$ cat src/rtl/cwkd_pkg.sv
// cwkd_pkg: shared widths, constants and register indexes for the keying detector
// no dependencies; used by cw_key_detector_core
package cwkd_pkg;

  // slow averaging window is 2**AvgPower samples long, the fast one 2**(AvgPower-2)
  localparam int unsigned AvgPower   = 8;
  localparam int unsigned MagW       = 12;
  localparam int unsigned SumW       = AvgPower + MagW;
  localparam int unsigned CountW     = AvgPower + 1;
  localparam int unsigned PersistW   = 8;
  localparam int unsigned DurW       = 15;

  localparam logic [MagW-1:0]     MagMax      = {MagW{1'b1}};
  localparam logic [DurW-1:0]     IntervalMax = {DurW{1'b1}};
  localparam logic [PersistW-1:0] PersistMax  = {PersistW{1'b1}};

  // window lengths for the slow and the fast average
  localparam logic [CountW-1:0] LongLen  = CountW'(1 << AvgPower);
  localparam logic [CountW-1:0] ShortLen = CountW'(1 << (AvgPower - 2));

  // reset values of the registers
  localparam logic [MagW-1:0]     FloorReset   = MagW'(100);
  localparam logic [PersistW-1:0] PersistReset = PersistW'(4);

  // configuration register indexes (byte address is 4 * index)
  localparam int unsigned PaddrW = 3;
  typedef enum logic {
    REG_FLOOR   = 1'b0,
    REG_PERSIST = 1'b1
  } reg_idx_e;

endpackage

$ cat src/rtl/cw_key_detector_core.sv
// cw_key_detector_core: adaptive-threshold keying detector with hysteresis
// depends on cwkd_pkg for widths, constants and register indexes
//
// path: an accepted sample passes the input register and then the result register, from which
// its result leaves; throughput: one sample per cycle, stalls only on output back-pressure
// reset: rst_ni low clears all control state; thresholds return to floor 100 and 50,
// persist count to 4, key up, all counters and the window sum to zero
module cw_key_detector_core (
  input  logic                         clk_i,
  input  logic                         rst_ni,
  // sample stream
  input  logic                         s_axis_tvalid,
  output logic                         s_axis_tready,
  input  logic [15:0]                  s_axis_tdata,   // [11:0] magnitude, [15:12] zero
  // interval stream
  output logic                         m_axis_tvalid,
  input  logic                         m_axis_tready,
  output logic [15:0]                  m_axis_tdata,   // [14:0] duration, [15] zero
  output logic                         m_axis_tuser,   // [0] is_space
  // register port
  input  logic                         psel,
  input  logic                         penable,
  input  logic                         pwrite,
  input  logic [cwkd_pkg::PaddrW-1:0]  paddr,
  input  logic [31:0]                  pwdata,
  output logic [31:0]                  prdata,
  output logic                         pready
);

  // configuration registers
  logic [cwkd_pkg::MagW-1:0]     floor_q;
  logic [cwkd_pkg::PersistW-1:0] persist_cnt_q;
  logic                          cfg_wr;
  cwkd_pkg::reg_idx_e            reg_idx;

  assign pready  = 1'b1;
  assign cfg_wr  = psel & penable & pwrite & pready;
  assign reg_idx = cwkd_pkg::reg_idx_e'(paddr[2]);

  always_ff @(posedge clk_i or negedge rst_ni) begin
    if (!rst_ni) begin
      floor_q       <= cwkd_pkg::FloorReset;
      persist_cnt_q <= cwkd_pkg::PersistReset;
    end else if (cfg_wr) begin
      unique case (reg_idx)
        cwkd_pkg::REG_FLOOR:   floor_q       <= pwdata[cwkd_pkg::MagW-1:0];
        cwkd_pkg::REG_PERSIST: persist_cnt_q <= pwdata[cwkd_pkg::PersistW-1:0];
        default: ;
      endcase
    end
  end

  // register read back
  always_comb begin
    unique case (reg_idx)
      cwkd_pkg::REG_FLOOR:   prdata = {{(32-cwkd_pkg::MagW){1'b0}}, floor_q};
      cwkd_pkg::REG_PERSIST: prdata = {{(32-cwkd_pkg::PersistW){1'b0}}, persist_cnt_q};
      default:               prdata = '0;
    endcase
  end

  // input register stage
  logic                      in_valid_q;
  logic [cwkd_pkg::MagW-1:0] mag_q;
  logic                      advance;
  logic                      out_valid_q;

  assign advance       = !out_valid_q || m_axis_tready;
  assign s_axis_tready = !in_valid_q || advance;

  always_ff @(posedge clk_i or negedge rst_ni) begin
    if (!rst_ni) begin
      in_valid_q <= 1'b0;
    end else if (s_axis_tready) begin
      in_valid_q <= s_axis_tvalid;
    end
  end

  always_ff @(posedge clk_i) begin
    if (s_axis_tready && s_axis_tvalid) begin
      mag_q <= s_axis_tdata[cwkd_pkg::MagW-1:0];
    end
  end

  // detector state
  logic [cwkd_pkg::SumW-1:0]     sum_q, sum_d;
  logic [cwkd_pkg::CountW-1:0]   count_q, count_d;
  logic [cwkd_pkg::MagW-1:0]     down_thr_q, down_thr_d;
  logic [cwkd_pkg::MagW-1:0]     up_thr_q, up_thr_d;
  logic                          key_down_q, key_down_d;
  logic [cwkd_pkg::PersistW-1:0] pc_q, pc_d;
  logic [cwkd_pkg::DurW-1:0]     ic_q, ic_d;

  // per-sample intermediates
  logic [cwkd_pkg::SumW-1:0]     sum_acc;
  logic [cwkd_pkg::CountW-1:0]   count_inc;
  logic                          fast_mode;
  logic                          window_end;
  logic [cwkd_pkg::SumW-1:0]     level_raw;
  logic [cwkd_pkg::MagW-1:0]     level_sat;
  logic [cwkd_pkg::MagW-1:0]     level;
  logic [cwkd_pkg::MagW-1:0]     down_new;
  logic [cwkd_pkg::MagW-1:0]     up_new;
  logic [cwkd_pkg::DurW-1:0]     ic_inc;
  logic [cwkd_pkg::PersistW-1:0] pc_inc;
  logic                          persist_hit;
  logic                          emit;
  logic                          emit_space;

  // window update and threshold reload
  always_comb begin
    sum_acc   = sum_q + cwkd_pkg::SumW'(mag_q);
    count_inc = count_q + cwkd_pkg::CountW'(1);
    fast_mode = (down_thr_q <= floor_q);
    if (fast_mode) begin
      window_end = (count_inc >= cwkd_pkg::ShortLen);
      level_raw  = sum_acc >> (cwkd_pkg::AvgPower - 1);
    end else begin
      window_end = (count_inc >= cwkd_pkg::LongLen);
      level_raw  = sum_acc >> (cwkd_pkg::AvgPower + 1);
    end
    if (level_raw > cwkd_pkg::SumW'(cwkd_pkg::MagMax)) begin
      level_sat = cwkd_pkg::MagMax;
    end else begin
      level_sat = level_raw[cwkd_pkg::MagW-1:0];
    end
    level = (level_sat < floor_q) ? floor_q : level_sat;
    if (window_end) begin
      down_new = level;
      up_new   = level >> 1;
    end else begin
      down_new = down_thr_q;
      up_new   = up_thr_q;
    end
  end

  // interval and persistence counters, key decision
  always_comb begin
    ic_inc      = (ic_q < cwkd_pkg::IntervalMax) ? ic_q + cwkd_pkg::DurW'(1) : ic_q;
    pc_inc      = (pc_q < cwkd_pkg::PersistMax) ? pc_q + cwkd_pkg::PersistW'(1) : pc_q;
    persist_hit = (pc_inc >= persist_cnt_q);

    sum_d      = window_end ? '0 : sum_acc;
    count_d    = window_end ? '0 : count_inc;
    down_thr_d = down_new;
    up_thr_d   = up_new;
    key_down_d = key_down_q;
    pc_d       = '0;
    ic_d       = ic_inc;
    emit       = 1'b0;
    emit_space = 1'b0;

    if (key_down_q) begin
      if (mag_q < up_new) begin
        if (persist_hit) begin
          key_down_d = 1'b0;
          emit       = 1'b1;
          emit_space = 1'b0;
          ic_d       = '0;
        end else begin
          pc_d = pc_inc;
        end
      end
    end else begin
      if (mag_q > down_new) begin
        if (persist_hit) begin
          key_down_d = 1'b1;
          emit       = 1'b1;
          emit_space = 1'b1;
          ic_d       = '0;
          up_thr_d   = mag_q >> 1;
        end else begin
          pc_d = pc_inc;
        end
      end
    end
  end

  // state registers advance once per processed item
  always_ff @(posedge clk_i or negedge rst_ni) begin
    if (!rst_ni) begin
      sum_q      <= '0;
      count_q    <= '0;
      down_thr_q <= cwkd_pkg::FloorReset;
      up_thr_q   <= cwkd_pkg::FloorReset >> 1;
      key_down_q <= 1'b0;
      pc_q       <= '0;
      ic_q       <= '0;
    end else if (in_valid_q && advance) begin
      sum_q      <= sum_d;
      count_q    <= count_d;
      down_thr_q <= down_thr_d;
      up_thr_q   <= up_thr_d;
      key_down_q <= key_down_d;
      pc_q       <= pc_d;
      ic_q       <= ic_d;
    end
  end

  // result register
  logic [cwkd_pkg::DurW-1:0] dur_q;
  logic                      space_q;

  always_ff @(posedge clk_i or negedge rst_ni) begin
    if (!rst_ni) begin
      out_valid_q <= 1'b0;
    end else if (advance) begin
      out_valid_q <= in_valid_q && emit;
    end
  end

  always_ff @(posedge clk_i) begin
    if (advance && in_valid_q && emit) begin
      dur_q   <= ic_inc;
      space_q <= emit_space;
    end
  end

  assign m_axis_tvalid = out_valid_q;
  assign m_axis_tdata  = {1'b0, dur_q};
  assign m_axis_tuser  = space_q;

endmodule

$ cat config.mk
export PLATFORM = sky130hd
export DESIGN_NAME = cw_key_detector_core
export DESIGN_NICKNAME = d
export VERILOG_FILES = /design/src/rtl/cwkd_pkg.sv /design/src/rtl/cw_key_detector_core.sv
export SDC_FILE = /design/constraint.sdc
export NUM_CORES = 1
export LEC_CHECK = 0
export BUFFER_PORTS_ARGS = -buffer_cell sky130_fd_sc_hd__buf_2
export CAP_MARGIN = 0
export CORE_AREA = 2 2 129 131
export DETAILED_ROUTE_END_ITERATION = 8
export DIE_AREA = 0 0 131 133
export MAX_ROUTING_LAYER = met4
export PLACE_DENSITY = 0.76
export SLEW_MARGIN = 20
export SYNTH_ARGS = -nofsm -noshare
export SYNTH_HDL_FRONTEND = slang
export SYNTH_SLANG_ARGS = --single-unit
$ cat constraint.sdc
create_clock -name clk_i -period 6.5 [get_ports clk_i]
set_clock_uncertainty 0.15 [all_clocks]
set_input_delay 0.325 -clock clk_i [delete_from_list [all_inputs] [get_ports clk_i]]
set_output_delay 0.325 -clock clk_i [all_outputs]
set_load 0.1 [all_outputs]
======== After elaboration in Yosys (flattened, before gate mapping) ========
Index checks and enable logic that the tools add are counted.
storage, ports and cells
  register bits after elaboration ......... 127
  output and inout bits ................... 52
cells by class
  $add $sub $neg .......................... 4
  $lt $le $gt $ge ......................... 10
  mux-type cells .......................... 29
  bitwise gates (word level) .............. 3
  reductions and logical operators ........ 10
operators by type and width
  operator                                                            count
  two-way mux 12 bit                                                  7
  two-way mux 15 bit                                                  5
  one-hot mux 32 bit (2 select lines)                                 1
  two-way mux 8 bit                                                   5
  less-than comparator 12 bit                                         2
  adder 20 x 12 -> 20 bit                                             1
  greater-than comparator 20 x 12 -> 1 bit (second input constant)    1
  two-way mux 20 bit                                                  1
  adder 15 x 1 -> 15 bit (second input constant)                      1
  less-than comparator 15 bit (second input constant)                 1
  two-way mux 13 bit                                                  1
  greater-than comparator 12 bit                                      1
  less-or-equal comparator 12 bit                                     1
  adder 9 x 1 -> 9 bit (second input constant)                        1
  greater-or-equal comparator 9 x 7 -> 1 bit (second input constant)  1
  greater-or-equal comparator 9 bit (second input constant)           1
  two-way mux 9 bit                                                   1
  adder 8 x 1 -> 8 bit (second input constant)                        1
  greater-or-equal comparator 8 bit                                   1
  less-than comparator 8 bit (second input constant)                  1
  two-way mux 1 bit                                                   8
  logical AND 1 bit                                                   4
  AND reduction 2 bit                                                 2
  bitwise AND 1 bit                                                   2
  3 further kinds                                                     5

======== Longest topological paths before layout ========
Gate-level depths: netlist of run 1.
  depth in word-level cells ............... 11
  mapped depth ............................ 33
  gate-level depth less buffers ........... 32

======== Worst setup path before layout of run 1 ========
OpenSTA, ideal clock, no wires.
  path kind ............................... reg2reg
  start point ............................. register mag_q[1] (netlist name)
  end point ............................... register dur_q[0] (netlist name), enable pin
  library setup time ...................... 321 ps
  data arrival time ....................... 6,462 ps
  slack ................................... -434 ps
  stages on the path, launching flop included .. 32
  clock period less this slack ............ 6,934 ps
  cell sequence ........................... edfxtp_1 > ha_1 > a211oi_2 > nor4b_4 > a2111oi_2 > a211o_1 > and2_1 > buf_6 > a41oi_1 > o221a_2 > ha_1 > a211o_1 > a21oi_1 > o21ai_0 > o211ai_1 > a21o_1 > o21a_2 > buf_4 > mux2_2 > nor2_1 > o21bai_1 > ha_1 > a21o_1 > a21o_1 > a21oi_1 > o21ai_0 > a21o_1 > a21oi_1 > a31o_2 > a41oi_4 > nor2_4 > buf_4
between the ends
  word-level cells in the longest chain between the ends .. 11
  elaborated cells on any way between the ends .. 14
  those cells by class .................... add/sub: 1; order compare: 4; mux: 8; reduce/logical: 1
ends and longest elaborated chain
  element                                                                        RTL line                                                  source
  from (decl)                                                                    cw_key_detector_core.sv:64                                logic [cwkd_pkg::MagW-1:0] mag_q;
  from (signal assigned)                                                         cw_key_detector_core.sv:81                                mag_q <= s_axis_tdata[cwkd_pkg::MagW-1:0];
  adder 20 x 12 -> 20 bit                                                        cw_key_detector_core.sv:112                               sum_acc = sum_q + cwkd_pkg::SumW'(mag_q);
  two-way mux 13 bit                                                             cw_key_detector_core.sv:115                               if (fast_mode) begin
  greater-than comparator 20 x 12 -> 1 bit                                       cw_key_detector_core.sv:122                               if (level_raw > cwkd_pkg::SumW'(cwkd_pkg::MagMax)) begin
  two-way mux 12 bit                                                             cw_key_detector_core.sv:122
  less-than comparator 12 bit                                                    cw_key_detector_core.sv:127                               level = (level_sat < floor_q) ? floor_q : level_sat;
  two-way mux 12 bit                                                             cw_key_detector_core.sv:127
  two-way mux 12 bit                                                             cw_key_detector_core.sv:128                               if (window_end) begin
  greater-than comparator 12 bit or less-than comparator 12 bit (tied branches)  cw_key_detector_core.sv:165, cw_key_detector_core.sv:154
  two-way mux 1 bit, on equally long branches                                    cw_key_detector_core.sv:165, cw_key_detector_core.sv:154
  two-way mux 1 bit *                                                            cw_key_detector_core.sv:153                               if (key_down_q) begin
  logical AND 1 bit *                                                            cw_key_detector_core.sv:213                               if (advance && in_valid_q && emit) begin
  to (signal assigned)                                                           cw_key_detector_core.sv:214                               dur_q <= ic_inc;
  to (decl)                                                                      cw_key_detector_core.sv:201                               logic [cwkd_pkg::DurW-1:0] dur_q;
Mark *: on every way between the ends. The rest lies on a longest branch, timed or not.
A chain may end at the register's enable or synchronous reset.

======== Worst setup path after layout of run 1 ========
  start point ............................. register mag_q[9] (netlist name)
  end point ............................... register ic_q[14] (netlist name)
between the ends
  word-level cells in the longest chain between the ends .. 10
  elaborated cells on any way between the ends .. 13
  those cells by class .................... add/sub: 1; order compare: 4; mux: 8
ends and longest elaborated chain
  element                                   RTL line                     source
  adder 20 x 12 -> 20 bit *                 cw_key_detector_core.sv:112
  two-way mux 13 bit *                      cw_key_detector_core.sv:115
  greater-than comparator 20 x 12 -> 1 bit  cw_key_detector_core.sv:122
  two-way mux 12 bit *                      cw_key_detector_core.sv:122
  less-than comparator 12 bit               cw_key_detector_core.sv:127
  two-way mux 12 bit *                      cw_key_detector_core.sv:127
  two-way mux 12 bit *                      cw_key_detector_core.sv:128
  net down_new, one bit                     cw_key_detector_core.sv:102  logic [cwkd_pkg::MagW-1:0] down_new;
  greater-than comparator 12 bit *          cw_key_detector_core.sv:165  if (mag_q > down_new) begin
  two-way mux 15 bit *                      cw_key_detector_core.sv:165
  two-way mux 15 bit *                      cw_key_detector_core.sv:153
  to (signal assigned)                      cw_key_detector_core.sv:196  ic_q <= ic_d;
  to (decl)                                 cw_key_detector_core.sv:92   logic [cwkd_pkg::DurW-1:0] ic_q, ic_d;
The timed path passes the listed nets; every way through them passes the cells marked *.

==> results of run 1 <==
-- cells in the final DEF, fill, tap and decap left out, types with 18 or more instances in the layout --
master,count
ha_1,59
edfxtp_1,28
nand4_1,19
buf_4,172
buf_2,60
dfrtp_1,89
nand2_1,121
xnor2_1,18
dlygate4sd3_1,25
mux2_2,26
inv_1,36
nor2_1,55
a21oi_1,42
o21ai_0,59
conb_1,22
-- state kept, by name, summed over array words and instances (netlist names) --
register	count
ic_q	15
down_thr_q	12
pc_q	8
sum_q	20
floor_q	12
m_axis_tvalid	1
mag_q	12
persist_cnt_q	8
up_thr_q	12
in_valid_q	1
m_axis_tuser	1
key_down_q	1
dur_q	15
count_q	9
-- per-layer routing --
| metal | vias up | share of wire, % | track usage (%) |
|---|---|---|---|
| li1 | 3698 | - | - |
| met1 | 3769 | 41 | 36.32 |
| met2 | 345 | 48 | 46.32 |
| met3 | 100 | 6.4 | 5.904 |
| met4 | 0 | 4.6 | 13.06 |
| met5 | - | 0 | - |
-- worst max-delay path by stage --
stage / start / end / cells after the start
3_3_place_gp: mag_q[1] / pc_q[2] / 31
6_report: mag_q[9] / ic_q[14] / 34
4_1_cts: mag_q[0] / pc_q[2] / 32
2_1_floorplan: mag_q[1] / dur_q[0] / 31
3_5_place_dp: mag_q[0] / up_thr_q[10] / 33
5_1_grt: sum_q[0] / ic_q[5] / 34
-- critical path, delay by kind of cell, from the launching register on --
kind	cells	cell delay (ps)
AO/OA/AOI/OAI	19	3640
adder cells (fa/ha/maj)	3	920
buffers and inverters	5	780
AND/OR/NAND/NOR	6	510
flip-flops	1	500
XOR/XNOR	1	170
-- power by group --
group / switching, W / internal (W) / total, W
Clock: 0.000404 / 0.000580 / 0.000983
Combinational: 0.00125 / 0.00109 / 0.00233
Sequential: 0.000148 / 0.00100 / 0.00115
-- Yosys cell counts, drive strengths merged (5+ instances only) --
master	n	area, µm²
o211ai	6	58.81
a31oi	6	37.54
a211o	7	61.31
a21oi	52	260.3
dfstp	10	262.8
nand2b	9	56.30
mux2i	12	120.1
dfrtp	89	2227
ha	70	875.8
o21ai	74	374.1
nor2b	6	37.54
and2	12	75.07
clkbuf	26	98.84
mux2	28	315.3
a211oi	8	65.06
and3	13	81.33
a21o	18	135.1
xor2	14	122.6
nor2	65	251.5
inv	38	142.6
nand3	18	90.09
xnor2	19	166.4
nand4	19	118.9
nand2	125	469.2
o22ai	5	31.28
edfxtp	28	840.8
o31ai	18	145.1
o21a	10	76.32
nor3	11	55.05
buf	32	220.2
-- layout make-up --
type	instances	share of cell area (%)
Sequential cell	127	29.09
Multi-Input combinational cell	699	44.80
Clock buffer	17	3.715
Tap cell	220	2.404
Timing Repair Buffer	266	17.20
Inverter	38	1.246
Clock inverter	15	1.552
-- metrics by stage --
stage | TNS [ps] | power [W] | std cells | utilization [%]
detailed placement | -15360 | 0.003062 | 1293 | 61.39
global placement | -7749 | 0.003025 | 1293 | 61.39
finish | -8466 | 0.004466 | 1382 | 70.81
global route | -19820 | 0.004707 | 1382 | 70.81
floorplan | 0 | 0.002371 | 922 | -
CTS | -1004 | 0.004251 | 1370 | 69.16
-- logic make-up after synthesis --
| family | synth area share, % |
|---|---|
| AO/OA/AOI/OAI | 18.90 |
| XOR/XNOR | 3.452 |
| adder cells (fa/ha/maj) | 10.70 |
| buffers and inverters | 5.514 |
| flip-flops | 39.78 |
| multiplexers | 5.200 |
| other | 0.08969 |
| AND/OR/NAND/NOR | 16.36 |
-- repair_timing --
| action | 4_1_cts | 5_1_grt |
|---|---|---|
| pin swaps | 39 | 30 |
| resized for setup | 62 | 38 |
| buffers inserted | 20 | 12 |
| hold buffers | 25 | 0 |
| setup endpoints to repair | 54 | 54 |
| endpoints found under the hold margin | 68 | 0 |
==> results.cfg, run 1 <==
[placed_design]
gp_congestion = 1.012
post-place-ws_ps = -387.1
hpwl_um = 16450
port_buffers = 61
placed_area_um2 = 9928

[timing]
rsz0062_at_grt = true
relSlewSlack_pct = 50.33
min_period_ps = 6742
drv_slew = 0
max_freq_ghz = 0.1483
finalHoldViolCount = 0
finalCritPeriodShare_pct = 103.7
fin_hold_ws_ps = 9.087
worstMarginPinSlew_ps = 745.0
setup_viol = 51
fin_ws_ps = -242.2

[clocking]
cts_buffers = 17
insertion_delay_ps = 430
cts_tree = yes
path_clk_slew_ps = 60
clock_sinks = 127
h-tree-depth = 4
cts_buffer_depth = 2
cts_root_buf = clkbuf_16

[floorplanning]
core_area_um2 = 16170
die-width_um = 131
rows = 47
die_y_um = 133
start_util_pct = 51.78
io_pins = 110
dieArea_um2 = 17420

[routing]
route.detailed.drc = 0
post_drt_wl_per_cell_um = 18.04
antenna_left = 0
routed_wl_um = 24930
via_per_inst = 5.725
dr.pass1.iters = 5
num_vias = 7912
drt_iter0_markers = 495

[min_path]
hold-path-endpoint = floor_q[5]
min_path_type = primary input to flop
hp-start = pwdata[5]
min_delay_path_depth = 2

[outcome]
violations = setup timing
status = finished, violations left

[global_routing]
grt_pass1_vias = 7901
antenna_found_initial = 0
grt_max_degree = 58
grt_pass1_wl_um = 38780
grtUsageTotal_pct = 29.36
grt_overflow = 0

[critical_path]
cp-start-kind = flop
crit_top_cell = buf_4
cp_slowest_cell = edfxtp_1
r2r-end = ic_q[14]
r2r_slack_ps = -240
cpPeakStageDelay_ps = 500
worstPathMaxFanout = 26
reg2reg_from = mag_q[9]
crit_type = flop to flop
r2r.worst_path.cells = 34
crit_path_end_kind = flop
worstPathArrival_ps = 6950
worstPathRequired_ps = 6700

[synth]
avgSynthCellArea_um2 = 9.283
synth_cells = 902
netlist_area_um2 = 8373
synth_edf_count = 28
synth-seq-cells = 127
ys_async_sr_fraction_pct = 77.95
synth_seq_area_share_pct = 39.78
synth_top_flop_cell = dfrtp_1
yosysUniqueCellTypes = 74
yosys_warnings = 0

[cells_and_area]
multiInputGateArea_um2 = 5130
drive_gt1_share_pct = 34.77
fillers = 1103
register_area_um2 = 3331
final_cell_area_um2 = 11450
area_growth_pct = 36.76
nNetsFinal = 1278
antenna_cells = 0

[pwr]
power-per-cell-area_nw_per_um2 = 390.0
ir_drop_uv = 272.5
p_leak_nw = 5.202

[job]
maxCapViolations = 0
(Power assumes the default switching activity.)
==> run 2, diff against run 1 <==
--- a/config.mk
+++ b/config.mk
@@ -8,10 +8,12 @@
 export BUFFER_PORTS_ARGS = -buffer_cell sky130_fd_sc_hd__buf_2
 export CAP_MARGIN = 0
 export CORE_AREA = 2 2 129 131
+export CTS_CLUSTER_SIZE = 10
 export DETAILED_ROUTE_END_ITERATION = 8
 export DIE_AREA = 0 0 131 133
 export MAX_ROUTING_LAYER = met4
 export PLACE_DENSITY = 0.76
+export RECOVER_POWER = 50
 export SLEW_MARGIN = 20
 export SYNTH_ARGS = -nofsm -noshare
 export SYNTH_HDL_FRONTEND = slang
==> constraint.sdc (replaced) <==
create_clock -name clk_i -period 6.5 [get_ports clk_i]
set_clock_uncertainty 0.15 [all_clocks]
set_input_delay 0.325 -clock clk_i [delete_from_list [all_inputs] [get_ports clk_i]]
set_output_delay 0.325 -clock clk_i [all_outputs]
set_load 0.005 [all_outputs]
==> results.cfg, run 2 (same netlist as run 1, synthesis figures left out) <==
[outcome]
status = finished, violations left
violations = capacitance limit, slew limit, setup timing

[cells_and_area]
final_common_cell = buf_4
area_growth_pct = 36.42
largest_reg_flops = 20
antenna_cells = 0
largestRegisters = sum_q: 20 flops, dur_q: 15 flops, ic_q: 15 flops
fin_util_pct = 70.63
drive_gt1_share_pct = 32.96
final_cell_mix = buf_4 (171), nand2_1 (121), dfrtp_1 (89)
nNetsFinal = 1278
largest_register = sum_q

[critical_path]
cp_slowest_cell = edfxtp_1
crit_path_end_kind = flop
cpPeakStageDelay_ps = 500
crit_type = flop to flop
worstPathMaxFanout = 26
r2r.worst_path.cells = 33
crit_family = compound AO/OA/AOI/OAI gates
worst-path-buf-inv = 5
cp-start-kind = flop
cp.depth = 33
worstPathArrival_ps = 6940
crit_top_cell = buf_4
worstPathRequired_ps = 6700

[routing]
dr.pass1.iters = 7
route.detailed.drc = 0
antenna_left = 0
num_vias = 7943
via_per_inst = 5.747
routed_wl_um = 24950
post_drt_wl_per_cell_um = 18.05
drt_iter0_markers = 501

[placed_design]
gp_congestion = 1.012
port_buffers = 61
hpwl_um = 16450

[floorplanning]
die-width_um = 131
start_util_pct = 51.78
dieArea_um2 = 17420
io_pins = 110
core_area_um2 = 16170
rows = 47
die_y_um = 133

[timing]
worstMarginPinSlew_ps = 2579
setup_viol = 51
rsz0062_at_grt = true
fin_hold_ws_ps = 10.81
finalCritPeriodShare_pct = 103.6
max_freq_ghz = 0.1484
fin_ws_ps = -236.5
relSlewSlack_pct = -71.94
drv_slew = 48
min_period_ps = 6736
finalHoldViolCount = 0

[pwr]
pwr-share-seq_pct = 26.8
p_int_w = 0.002666
p_switching_w = 0.001627
swShare_pct = 37.89
p_leak_nw = 5.144
p_clk_share_pct = 22.9
combPwrFrac_pct = 50.3
power-per-cell-area_nw_per_um2 = 375.8
ir_drop_uv = 272.4

[clocking]
insertion_delay_ps = 430
path_clk_slew_ps = 60
h-tree-depth = 4
cts_tree = yes
clock_sinks = 127
cts_root_buf = clkbuf_16
cts_buffer_depth = 2
cts_buffers = 17

[global_routing]
grt.busiest_layer = met2
use_met3_pct = 5.904
grt_pass1_wl_um = 38780
antenna_found_initial = 0
grtUsageTotal_pct = 29.36
grt_pass1_vias = 7901
grtUsageMet2_pct = 46.32
grt_overflow = 0
grtUsageMet1_pct = 36.32
grt_max_degree = 58

[min_path]
min_delay_path_depth = 2
min_path_type = primary input to flop

[job]
maxCapViolations = 1
==> run 2: changes by cell type in the layout (fill, tap and decap cells not counted) <==
cell,delta
buf_2,-21
clkbuf_1,+21
buf_4,-1
clkbuf_2,+1
==> run 2: area by class of cell <==
cell class	count	area, µm²
inverter	38	142.6
clock buffer	17	425.4
timing repair buffer	266	1941
tap	220	275.3
clock inverter	15	177.7
multi-input combinational	699	5130
fill	1114	4750
sequential	127	3331
==> run 2: what timing repair did <==
item	4_1_cts	5_1_grt
endpoints found under the hold margin	68	0
hold buffers	25	0
buffers inserted	20	12
gates resized for setup	62	38
pin swaps	39	30
endpoints found under the setup margin	54	54
==> run 2: worst paths after layout <==
path                             startpoint     endpoint  slack, ps
worst min-delay path              pwdata[5]   floor_q[5]         10
worst min register to register  up_thr_q[1]  up_thr_q[1]        340
max in group asynchronous            rst_ni  floor_q[10]       3260
min in group asynchronous            rst_ni   in_valid_q       1120
worst max-delay path               mag_q[9]     ic_q[14]       -240
worst max register to register     mag_q[9]     ic_q[14]       -240
==> run 2: power by group through the flow <==
stage                     clock [W]  sequential (W)  combinational (W)
after floorplan                   0         0.00111            0.00108
after global placement            0         0.00114            0.00171
after detailed placement          0         0.00115            0.00174
after CTS                  0.000989         0.00114            0.00194
after global routing        0.00103         0.00117            0.00233
final                      0.000983         0.00115            0.00216
==> run 2: stage by stage <==
step                      std cells  power (W)  instance area [µm²]  setup TNS, ps  setup slack (ps)
after global routing           1382   0.004530                11420         -19820            -450.2
after global placement         1293   0.002849                 9928          -7749            -269.0
after detailed placement       1293   0.002886                 9928         -15360            -387.1
after floorplan                 922   0.002194                 8542              0             26.70
final                          1382   0.004292                11420          -8192            -236.5
after CTS                      1370   0.004075                11180          -1004            -89.48
==> run 2: layer usage <==
| layer | wire length [µm] | vias up | part of all wire, % |
|---|---|---|---|
| li1 | - | 3699 | - |
| met1 | 10180 | 3793 | 41 |
| met2 | 11970 | 354 | 48 |
| met3 | 1653 | 97 | 6.6 |
| met4 | 1143 | 0 | 4.6 |
| met5 | 0 | - | 0 |
==> run 3, diff against run 2 <==
--- a/config.mk
+++ b/config.mk
@@ -12,7 +12,7 @@
 export DETAILED_ROUTE_END_ITERATION = 8
 export DIE_AREA = 0 0 131 133
 export MAX_ROUTING_LAYER = met4
-export PLACE_DENSITY = 0.76
+export PLACE_DENSITY_LB_ADDON = 0.08
 export RECOVER_POWER = 50
 export SLEW_MARGIN = 20
 export SYNTH_ARGS = -nofsm -noshare
==> results.cfg, run 3 (same netlist as run 1, synthesis figures left out) <==
[outcome]
status = finished, violations left
violations = capacitance limit, slew limit, setup timing

[cells_and_area]
drive_gt1_share_pct = 31.17
largest_reg_flops = 20
nNetsFinal = 1258
area_growth_pct = 36.21
largestRegisters = sum_q: 20 flops, dur_q: 15 flops, ic_q: 15 flops
antenna_cells = 0
largest_register = sum_q
final_cells = 1362
final_common_cell = buf_4
final_cell_mix = buf_4 (147), nand2_1 (122), dfrtp_1 (89)
fillers = 1262

[min_path]
hp-start = pwdata[6]
hold-path-endpoint = persist_cnt_q[6]
min_delay_path_depth = 2
min_path_type = primary input to flop

[pwr]
power-per-cell-area_nw_per_um2 = 372.9
p_total_w = 0.004252
p_leak_nw = 5.010
ir_drop_uv = 212.9

[critical_path]
crit_path_end_kind = flop
crit_type = flop to flop
worstPathMaxFanout = 25
r2r_slack_ps = -240
cpPeakStageDelay_ps = 490
r2r-end = ic_q[11]
cp_slowest_cell = edfxtp_1
cp-start-kind = flop
crit_top_cell = a21o_1
worstPathArrival_ps = 6940
reg2reg_from = mag_q[5]
r2r.worst_path.cells = 30
worstPathRequired_ps = 6700

[routing]
antenna_left = 0
via_per_inst = 5.728
routed_wl_um = 24910
route.detailed.drc = 0
num_vias = 7801
drt_iter0_markers = 496
dr.pass1.iters = 4
post_drt_wl_per_cell_um = 18.29

[clocking]
cts_buffer_depth = 2
clock_sinks = 127
path_clk_slew_ps = 60
cts_buffers = 17
cts_tree = yes
insertion_delay_ps = 430
cts_root_buf = clkbuf_16
h-tree-depth = 4

[timing]
worstMarginPinSlew_ps = 3846
setup_viol = 49
fin_setup_tns_ps = -7361
drv_slew = 102
relSlewSlack_pct = -156.4
finalCritPeriodShare_pct = 103.8
fin_ws_ps = -244.0
max_freq_ghz = 0.1483
rsz0062_at_grt = true
finalHoldViolCount = 0
min_period_ps = 6744

[global_routing]
grt_overflow = 0
grt_pass1_vias = 7800
grt_max_degree = 70
grt_pass1_wl_um = 39400
antenna_found_initial = 0
grtUsageTotal_pct = 30.20

[floorplanning]
die_y_um = 133
core_area_um2 = 16170
die-width_um = 131
start_util_pct = 51.78
io_pins = 110
rows = 47
dieArea_um2 = 17420

[placed_design]
port_buffers = 61
place_inst = 1279
gp_congestion = 0.9512
hpwl_um = 17690

[job]
maxCapViolations = 2
run 3: area by class of cell:
class	count	area, µm²	area share (%)
Clock buffer	24	501.7	4.399
Clock inverter	8	128.9	1.130
Inverter	38	145.1	1.273
Multi-Input combinational cell	700	5258	46.10
Sequential cell	127	3331	29.20
Tap cell	220	275.3	2.414
Timing Repair Buffer	245	1765	15.48
run 3: worst max-delay path, delay by kind of cell, from the launching register on:
kind / cells / cell delay [ps]
AO/OA/AOI/OAI: 18 / 3600
XOR/XNOR: 1 / 230
adder cells (fa/ha/maj): 3 / 950
buffers and inverters: 4 / 620
flip-flops: 1 / 490
multiplexers: 2 / 490
AND/OR/NAND/NOR: 2 / 140
run 3: how the worst max path moves through the flow:
stage	from	to	slack, ps
6_report	mag_q[5]	ic_q[11]	-240
5_1_grt	mag_q[0]	ic_q[7]	-430
4_1_cts	sum_q[0]	ic_q[14]	-110
3_5_place_dp	mag_q[2]	pc_q[6]	-640
3_3_place_gp	mag_q[8]	pc_q[6]	-380
2_1_floorplan	mag_q[1]	dur_q[0]	30
run 3: layer usage:
| layer | track usage [%] | vias up | wire length (µm) |
|---|---|---|---|
| li1 | - | 3668 | - |
| met1 | 36.88 | 3821 | 10370 |
| met2 | 50.72 | 254 | 12750 |
| met3 | 4.529 | 58 | 1192 |
| met4 | 10.46 | 0 | 598 |
| met5 | - | - | 0 |
run 3: per-stage QoR:
stage               instance area [µm²]  hold WS [ps]  setup WS [ps]  utilization (%)
global route                      11400         5.192         -426.1            70.52
finish                            11400         7.768         -244.0            70.52
floorplan                          8542        -120.6          26.70                -
global placement                   9823         124.3         -382.9            60.74
CTS                               11190         3.088         -111.0            69.18
detailed placement                 9823         130.1         -638.4            60.74
run 3: where the power goes:
part	internal (W)	total [W]	switching, W
logic	0.00102	0.00207	0.00105
clock network	0.000656	0.00102	0.000366
registers	0.00100	0.00116	0.000160
run 3: what timing repair did:
item / 4_1_cts / 5_1_grt
buffers inserted: 21 / 6
resized for setup: 67 / 49
setup endpoints to repair: 54 / 54
gates cloned: 1 / 0
hold endpoints to repair: 52 / 0
pin swaps: 35 / 14
hold buffers: 23 / 0
